$ cat config.mk
export PLATFORM = sky130hd
export DESIGN_NAME = pulse_width_command_decoder_top
export DESIGN_NICKNAME = d
export VERILOG_FILES = /design/src/sv/pwcd_pkg.sv /design/src/sv/pwcd_core.sv /design/src/sv/pwcd_out.sv /design/src/sv/pulse_width_command_decoder_top.sv
export SDC_FILE = /design/constraint.sdc
export NUM_CORES = 1
export LEC_CHECK = 0
export ABC_AREA = 0
export BUFFER_PORTS_ARGS = -buffer_cell sky130_fd_sc_hd__clkbuf_2
export CELL_PAD_IN_SITES_DETAIL_PLACEMENT = 1
export CELL_PAD_IN_SITES_GLOBAL_PLACEMENT = 1
export CORE_UTILIZATION = 43
export DETAILED_ROUTE_END_ITERATION = 12
export GPL_ROUTABILITY_DRIVEN = 0
export PLACE_DENSITY = 0.77
export SYNTH_ARGS = -nofsm -noshare
export SYNTH_HDL_FRONTEND = slang
export SYNTH_SLANG_ARGS = --single-unit
$ cat constraint.sdc
create_clock -name clk -period 5.8 [get_ports clk]
set_input_delay 1.16 -clock clk [delete_from_list [all_inputs] [get_ports clk]]
set_output_delay 1.16 -clock clk [all_outputs]
set_load 0.1 [all_outputs]
$ cat src/sv/pwcd_pkg.sv
// ----------------------------------------------------------------------------
// pwcd_pkg
// Shared types, constants and the command classifier for the pulse-width
// command decoder.
// ----------------------------------------------------------------------------
package pwcd_pkg;

  localparam int COUNT_WIDTH = 16;
  localparam int CAP_WIDTH   = 16;
  localparam int CMP_WIDTH   = (COUNT_WIDTH > CAP_WIDTH) ? COUNT_WIDTH : CAP_WIDTH;
  localparam int BYTE_WIDTH  = 8;
  localparam int CLASS_WIDTH = 3;

  localparam logic [COUNT_WIDTH-1:0] CNT_MAX           = '1;
  localparam logic [CAP_WIDTH-1:0]   TIMEOUT_CAP_RESET = CAP_WIDTH'(200);
  localparam logic [BYTE_WIDTH-1:0]  FIRST_BITS_MAX    = BYTE_WIDTH'(8);
  localparam logic [BYTE_WIDTH-1:0]  BIT_COUNT_MAX     = '1;

  localparam logic [BYTE_WIDTH-1:0] CODE_ID          = 8'h00;
  localparam logic [BYTE_WIDTH-1:0] CODE_STATUS      = 8'h40;
  localparam logic [BYTE_WIDTH-1:0] CODE_ORIGIN      = 8'h41;
  localparam logic [BYTE_WIDTH-1:0] CODE_RECALIBRATE = 8'h42;
  localparam logic [BYTE_WIDTH-1:0] CODE_STATUS_LONG = 8'h43;
  localparam logic [BYTE_WIDTH-1:0] CODE_MOTOR_RESET = 8'hFF;

  typedef enum logic [1:0] {
    PH_IDLE = 2'd0,
    PH_HIGH = 2'd1,
    PH_LOW  = 2'd2
  } phase_t;

  typedef enum logic [CLASS_WIDTH-1:0] {
    CLS_ID          = 3'd0,
    CLS_STATUS      = 3'd1,
    CLS_ORIGIN      = 3'd2,
    CLS_RECALIBRATE = 3'd3,
    CLS_STATUS_LONG = 3'd4,
    CLS_MOTOR_RESET = 3'd5,
    CLS_OTHER       = 3'd6
  } cmd_class_t;

  typedef struct packed {
    logic                   event_res;
    logic [BYTE_WIDTH-1:0]  command_byte;
    cmd_class_t             command_class;
    logic [BYTE_WIDTH-1:0]  bits_received;
  } result_t;

  function automatic cmd_class_t classify(input logic [BYTE_WIDTH-1:0] b);
    cmd_class_t c;
    unique case (b)
      CODE_ID:          c = CLS_ID;
      CODE_STATUS:      c = CLS_STATUS;
      CODE_ORIGIN:      c = CLS_ORIGIN;
      CODE_RECALIBRATE: c = CLS_RECALIBRATE;
      CODE_STATUS_LONG: c = CLS_STATUS_LONG;
      CODE_MOTOR_RESET: c = CLS_MOTOR_RESET;
      default:          c = CLS_OTHER;
    endcase
    return c;
  endfunction

endpackage

$ cat src/sv/pwcd_core.sv
// ----------------------------------------------------------------------------
// pwcd_core
// Pulse-width bit decoder: phase tracking, high/low counters, kept bit period,
// first-byte capture and end-of-command detection for one sample per step.
// ----------------------------------------------------------------------------
module pwcd_core (
  input  logic                                 clk,
  input  logic                                 rst,
  input  logic                                 cfg_we,
  input  logic [pwcd_pkg::CAP_WIDTH-1:0]       cfg_data,
  input  logic                                 step,
  input  logic                                 pin_level,
  input  logic                                 reset_n,
  output logic                                 res_valid,
  output pwcd_pkg::result_t                    res
);

  localparam int CW = pwcd_pkg::COUNT_WIDTH;
  localparam int BW = pwcd_pkg::BYTE_WIDTH;

  pwcd_pkg::phase_t                  phase, phase_next;
  logic [CW-1:0]                     high_count, high_count_next;
  logic [CW-1:0]                     low_count, low_count_next;
  logic [CW:0]                       last_bit_period, last_bit_period_next;
  logic [BW-1:0]                     first_bits, first_bits_next;
  logic [BW-1:0]                     bit_count, bit_count_next;
  logic [pwcd_pkg::CAP_WIDTH-1:0]    timeout_cap;

  logic [CW-1:0]      high_inc;
  logic [CW-1:0]      low_inc;
  logic [CW:0]        period;
  logic               bit_val;
  logic               cmd_end;
  logic [3:0]         shift_n;
  logic [2*BW-1:0]    aligned;
  logic [BW-1:0]      byte_val;

  always_comb begin
    high_inc = (high_count == pwcd_pkg::CNT_MAX) ? high_count : high_count + CW'(1);
    low_inc  = (low_count == pwcd_pkg::CNT_MAX) ? low_count : low_count + CW'(1);
    period   = {1'b0, high_count} + {1'b0, low_inc};
    bit_val  = !(high_count > low_inc);
    cmd_end  = ((last_bit_period != '0) && ({1'b0, low_inc} > last_bit_period)) ||
               (pwcd_pkg::CMP_WIDTH'(low_inc) > pwcd_pkg::CMP_WIDTH'(timeout_cap)) ||
               (low_inc == pwcd_pkg::CNT_MAX);
    shift_n  = (bit_count < pwcd_pkg::FIRST_BITS_MAX) ? 4'd8 - bit_count[3:0] : 4'd0;
    aligned  = {{BW{1'b0}}, first_bits} << shift_n;
    byte_val = aligned[BW-1:0];
  end

  always_comb begin
    phase_next = phase;
    if (step) begin
      unique case (phase)
        pwcd_pkg::PH_IDLE: begin
          if (pin_level) phase_next = pwcd_pkg::PH_HIGH;
        end
        pwcd_pkg::PH_HIGH: begin
          if (!pin_level) phase_next = pwcd_pkg::PH_LOW;
        end
        default: begin
          if (pin_level) begin
            phase_next = pwcd_pkg::PH_HIGH;
          end else if (cmd_end) begin
            phase_next = pwcd_pkg::PH_IDLE;
          end
        end
      endcase
    end
  end

  always_comb begin
    high_count_next      = high_count;
    low_count_next       = low_count;
    last_bit_period_next = last_bit_period;
    first_bits_next      = first_bits;
    bit_count_next       = bit_count;
    res_valid            = 1'b0;
    res                  = '0;
    if (step) begin
      unique case (phase)
        pwcd_pkg::PH_IDLE: begin
          if (pin_level) begin
            high_count_next = CW'(1);
            low_count_next  = '0;
            first_bits_next = '0;
            bit_count_next  = '0;
          end else if (!reset_n) begin
            res_valid     = 1'b1;
            res.event_res = 1'b1;
          end
        end
        pwcd_pkg::PH_HIGH: begin
          high_count_next = high_inc;
          if (!pin_level) low_count_next = CW'(1);
        end
        default: begin
          low_count_next = low_inc;
          if (pin_level) begin
            last_bit_period_next = period;
            if (bit_count < pwcd_pkg::FIRST_BITS_MAX) first_bits_next = {first_bits[BW-2:0], bit_val};
            if (bit_count != pwcd_pkg::BIT_COUNT_MAX) bit_count_next = bit_count + BW'(1);
            high_count_next = CW'(1);
            low_count_next  = '0;
          end else if (cmd_end) begin
            res_valid         = 1'b1;
            res.command_byte  = byte_val;
            res.command_class = pwcd_pkg::classify(byte_val);
            res.bits_received = bit_count;
            high_count_next   = '0;
            low_count_next    = '0;
          end
        end
      endcase
    end
  end

  always_ff @(posedge clk) begin
    if (rst) begin
      phase           <= pwcd_pkg::PH_IDLE;
      high_count      <= '0;
      low_count       <= '0;
      last_bit_period <= '0;
      first_bits      <= '0;
      bit_count       <= '0;
      timeout_cap     <= pwcd_pkg::TIMEOUT_CAP_RESET;
    end else begin
      phase           <= phase_next;
      high_count      <= high_count_next;
      low_count       <= low_count_next;
      last_bit_period <= last_bit_period_next;
      first_bits      <= first_bits_next;
      bit_count       <= bit_count_next;
      if (cfg_we) timeout_cap <= cfg_data;
    end
  end

endmodule

$ cat src/sv/pwcd_out.sv
// ----------------------------------------------------------------------------
// pwcd_out
// Result register: holds one decoded word until the master side takes it.
// ----------------------------------------------------------------------------
module pwcd_out (
  input  logic               clk,
  input  logic               rst,
  input  logic               load,
  input  pwcd_pkg::result_t  load_data,
  input  logic               out_ready,
  output logic               out_valid,
  output pwcd_pkg::result_t  out_data
);

  logic out_valid_next;

  always_comb begin
    priority if (load) begin
      out_valid_next = 1'b1;
    end else if (out_ready) begin
      out_valid_next = 1'b0;
    end else begin
      out_valid_next = out_valid;
    end
  end

  always_ff @(posedge clk) begin
    if (rst) begin
      out_valid <= 1'b0;
    end else begin
      out_valid <= out_valid_next;
    end
  end

  always_ff @(posedge clk) begin
    if (load) out_data <= load_data;
  end

endmodule

$ cat src/sv/pulse_width_command_decoder_top.sv
// ----------------------------------------------------------------------------
// pulse_width_command_decoder_top
// Path: a sample that causes a result word is captured in the input register,
// then decoded into the result register, from which the word is offered.
// Throughput: one pin sample per cycle while the result register drains.
// Reset: rst (synchronous) returns to idle, clears the kept bit period and
// sets timeout_cap to 200.
// ----------------------------------------------------------------------------
module pulse_width_command_decoder_top (
  input  logic                              clk,
  input  logic                              rst,
  input  logic                              cfg_we,
  input  logic [pwcd_pkg::CAP_WIDTH-1:0]    cfg_data,
  input  logic                              s_axis_tvalid,
  output logic                              s_axis_tready,
  input  logic [7:0]                        s_axis_tdata,  // pin_level, reset_n, zero pad
  output logic                              m_axis_tvalid,
  input  logic                              m_axis_tready,
  output logic [23:0]                       m_axis_tdata,  // command_byte, command_class,
                                                           // bits_received, zero pad
  output logic                              m_axis_tuser   // event_res
);

  logic               in_valid;
  logic               in_pin;
  logic               in_rst_n;
  logic               step;
  logic               res_valid;
  pwcd_pkg::result_t  res;
  pwcd_pkg::result_t  out_data;

  assign step          = in_valid && (!m_axis_tvalid || m_axis_tready);
  assign s_axis_tready = !in_valid || step;

  always_ff @(posedge clk) begin
    if (rst) begin
      in_valid <= 1'b0;
    end else if (s_axis_tready) begin
      in_valid <= s_axis_tvalid;
    end
  end

  always_ff @(posedge clk) begin
    if (s_axis_tready && s_axis_tvalid) begin
      in_pin   <= s_axis_tdata[0];
      in_rst_n <= s_axis_tdata[1];
    end
  end

  pwcd_core u_core (
    .clk       (clk),
    .rst       (rst),
    .cfg_we    (cfg_we),
    .cfg_data  (cfg_data),
    .step      (step),
    .pin_level (in_pin),
    .reset_n   (in_rst_n),
    .res_valid (res_valid),
    .res       (res)
  );

  pwcd_out u_out (
    .clk       (clk),
    .rst       (rst),
    .load      (step && res_valid),
    .load_data (res),
    .out_ready (m_axis_tready),
    .out_valid (m_axis_tvalid),
    .out_data  (out_data)
  );

  assign m_axis_tuser = out_data.event_res;
  assign m_axis_tdata = {5'd0, out_data.bits_received, out_data.command_class,
                         out_data.command_byte};

endmodule

==> flow_summary.json <==
{
  "min_period_ns": 5.030,
  "post_cts_buffers": 0,
  "die_y_um": 130.0,
  "cts_made_buffers": 9,
  "ctsResizeCount": 0,
  "routedWlPerCell_um": 18.40,
  "synth_common_cells": "nor2_1 (99), dfxtp_1 (85), inv_1 (81)",
  "slew_headroom": 0.1471,
  "ant_nets": 0,
  "start_util": 0.4420,
  "final-max-slew-violation-count": 0,
  "yosys.area.top_type": "dfxtp_1",
  "h-tree-depth": 3,
  "die_width_um": 130.0,
  "syn-instance-count": 848,
  "syn_avg_cell_area_sq_um": 8.310,
  "tightest_slew_ns": 1.271,
  "drive_gt1_frac": 0.09561,
  "final.setup.tns_ns": 0,
  "core_area_sq_mm": 0.01594,
  "yosysMostFrequentCell": "nor2_1",
  "rrSetupSlack_ns": 0.77,
  "cp_max_fo": 12,
  "end_kind": "flip-flop",
  "seq_area_frac_synth": 0.3352,
  "clockBufferDepth": 2,
  "grt.total_usage": 0.2541,
  "synthToLayoutAreaGrowth_pct": 10.44,
  "status": "complete, no violations",
  "finalClockSkew_ns": 0.01065,
  "drt_pass1_iterations": 5,
  "hp-class": "flip-flop to flip-flop",
  "synthFlopType": "dfxtp_1",
  "leakage_nw": 3.038,
  "clock_sinks": 107,
  "r2r_cells": 15,
  "peakVddDrop_mv": 0.1472,
  "antenna_found_initial": 0,
  "r2r-start": "u_core.low_count[0]$_SDFFE_PP0P_",
  "grt_pass1_vias": 6625,
  "regArea_sq_mm": 0.002362,
  "hold_depth": 2,
  "fmax_ghz": 0.1988,
  "min_to": "u_core.last_bit_period[13]$_SDFFE_PP0P_",
  "post-route-util": 0.4881,
  "required_ns": 6.06,
  "arrival_ns": 5.29,
  "hp-start": "u_core.last_bit_period[13]$_SDFFE_PP0P_",
  "rsz0062_at_grt": "no",
  "synth_top_area_frac": 0.2415,
  "grt_pass1_wl_mm": 33.24,
  "hold_viol": 0,
  "power_density_mw_per_mm2": 197.0,
  "fillers": 1959,
  "antenna_cells": 0,
  "netlist_area_sq_mm": 0.007047,
  "dp_hpwl_mm": 15.94,
  "clk_pin_slew_ns": 0.07,
  "drc": 0,
  "num_vias": 6413,
  "die-area_sq_mm": 0.01690,
  "async_flop_share": 0,
  "synth_cell_types": 71,
  "grt_remaining_overflow": 0,
  "worstReg2RegEnd": "u_core.low_count[7]$_SDFFE_PP0P_",
  "nets": 982,
  "yosysWarnings": 0,
  "drt-total-wl_mm": 20.33,
  "cts_hold_buf": 0,
  "finalCritPeriodShare": 0.8672,
  "clk_latency_ns": 0.36,
  "ys_ff_latch": 107,
  "synth.area.top_cells": "dfxtp_1 (24%), ha_1 (12%), edfxtp_1 (9.4%), nor2_1 (5.3%), a21oi_1 (4.5%)",
  "crit_path_start_kind": "flip-flop",
  "viasPerCell": 5.804,
  "criticalPathCategory": "flip-flop to flip-flop",
  "drt_iter0_markers": 271,
  "cts_tree": "done",
  "synth_edf_count": 22,
  "ios": 56,
  "rows": 46,
  "multi_input_area_sq_mm": 0.004222,
  "grt_max_degree": 67,
  "io_buffer_count": 44,
  "setup_viol": 0,
  "clockRootBuffer": "clkbuf_16",
  "cap_violations": 0
}
-- registers in the layout, summed over array words and instances (netlist names) --
signal                  cells
u_out.out_data             20
u_core.bit_count            8
in_pin                      1
u_core.low_count           16
u_core.first_bits           8
u_core.last_bit_period     17
u_core.timeout_cap         16
u_core.phase                2
u_core.high_count          16
in_rst_n                    1
in_valid                    1
u_out.out_valid             1
-- per-layer routing --
layer,share of wire,wire (um),global-route usage,vias up
met5,0,0,0,-
met4,0.022,439,0.08413,0
met3,0.028,566,0.04551,30
met2,0.53,10710,0.4838,115
met1,0.42,8617,0.2830,3179
li1,-,-,-,3089
-- layout by cell type, fill, tap and decap left out, types with 5 or more instances in the layout --
cell / instances
a211oi_1: 7
a21o_1: 10
a21oi_1: 63
a22oi_1: 20
a311oi_1: 11
a31oi_1: 11
and2_1: 5
and3_1: 6
and4_1: 8
buf_4: 14
clkbuf_16: 9
clkbuf_2: 44
conb_1: 5
dfxtp_1: 85
edfxtp_1: 22
ha_1: 68
inv_1: 81
mux2i_1: 26
nand2_1: 70
nand3_1: 22
nand4_1: 13
nor2_1: 99
nor2b_1: 7
nor3_1: 15
nor4_1: 12
o211ai_1: 6
o21a_1: 5
o21ai_0: 26
o21bai_1: 9
o31ai_1: 5
or3_1: 10
or4_1: 5
xnor2_1: 24
xor2_1: 6
-- critical path, stage by stage (launching register included) --
cell and delay [ns]:
dfxtp_1 0.47, ha_1 0.37, nand3_1 0.26, nor2_1 0.49
nand4_1 0.18, xnor2_1 0.38, ha_1 0.31, and4_1 0.17
and3_1 0.19, a221oi_1 0.33, a31oi_1 0.13, a21oi_1 0.51
and4_1 0.51, buf_4 0.26, nand2_1 0.07, a311oi_1 0.28
-- through the flow --
| step | power (mW) | hold WS [ns] | setup slack [ns] | instance area (sq um) | instances |
|---|---|---|---|---|---|
| after floorplan | 0.8924 | 0.4446 | 1.484 | 7062 | 852 |
| after global placement | 0.9148 | 0.4616 | 0.9459 | 7483 | 1089 |
| after detailed placement | 0.9219 | 0.4631 | 0.8372 | 7483 | 1089 |
| after CTS | 1.550 | 0.4750 | 0.8109 | 7782 | 1105 |
| after global routing | 1.593 | 0.5126 | 0.5438 | 7782 | 1105 |
| final | 1.533 | 0.4748 | 0.7704 | 7782 | 1105 |
-- power by group --
group / internal, mW / leakage [nW] / switching [mW]
logic: 0.0347 / 2.01 / 0.0921
registers: 0.769 / 0.883 / 0.00894
clock network: 0.348 / 0.147 / 0.281
-- worst max-delay path by stage --
stage | start | end | slack, ns | cells past startpoint
2_1_floorplan | u_core.low_count[7]$_SDFFE_PP0P_ | u_out.out_data[0]$_SDFFCE_PP0P_ | 1.48 | 15
3_3_place_gp | u_core.low_count[0]$_SDFFE_PP0P_ | u_core.low_count[7]$_SDFFE_PP0P_ | 0.95 | 15
3_5_place_dp | u_core.low_count[0]$_SDFFE_PP0P_ | u_core.low_count[7]$_SDFFE_PP0P_ | 0.84 | 15
4_1_cts | u_core.low_count[0]$_SDFFE_PP0P_ | u_core.low_count[7]$_SDFFE_PP0P_ | 0.81 | 15
5_1_grt | u_core.low_count[3]$_SDFFE_PP0P_ | u_core.low_count[7]$_SDFFE_PP0P_ | 0.54 | 15
6_report | u_core.low_count[0]$_SDFFE_PP0P_ | u_core.low_count[7]$_SDFFE_PP0P_ | 0.77 | 15
-- cells by family after synthesis --
kind of cell             Yosys count  share of synthesized area
AND/OR/NAND/NOR                  287                     0.1953
AO/OA/AOI/OAI                    206                     0.1953
buffers and inverters            118                    0.06783
flip-flops                       107                     0.3352
adder cells (fa/ha/maj)           69                     0.1236
XOR/XNOR                          30                    0.03729
multiplexers                      30                    0.04492
other                              1                  0.0005322
-- cell type report --
type | instances | area share
Multi-Input combinational cell | 627 | 0.5424
Sequential cell | 107 | 0.3035
Timing Repair Buffer | 58 | 0.04180
Inverter | 81 | 0.03907
Tap cell | 216 | 0.03473
Clock buffer | 12 | 0.03167
Clock inverter | 4 | 0.006752
(Power assumes the default switching activity.)
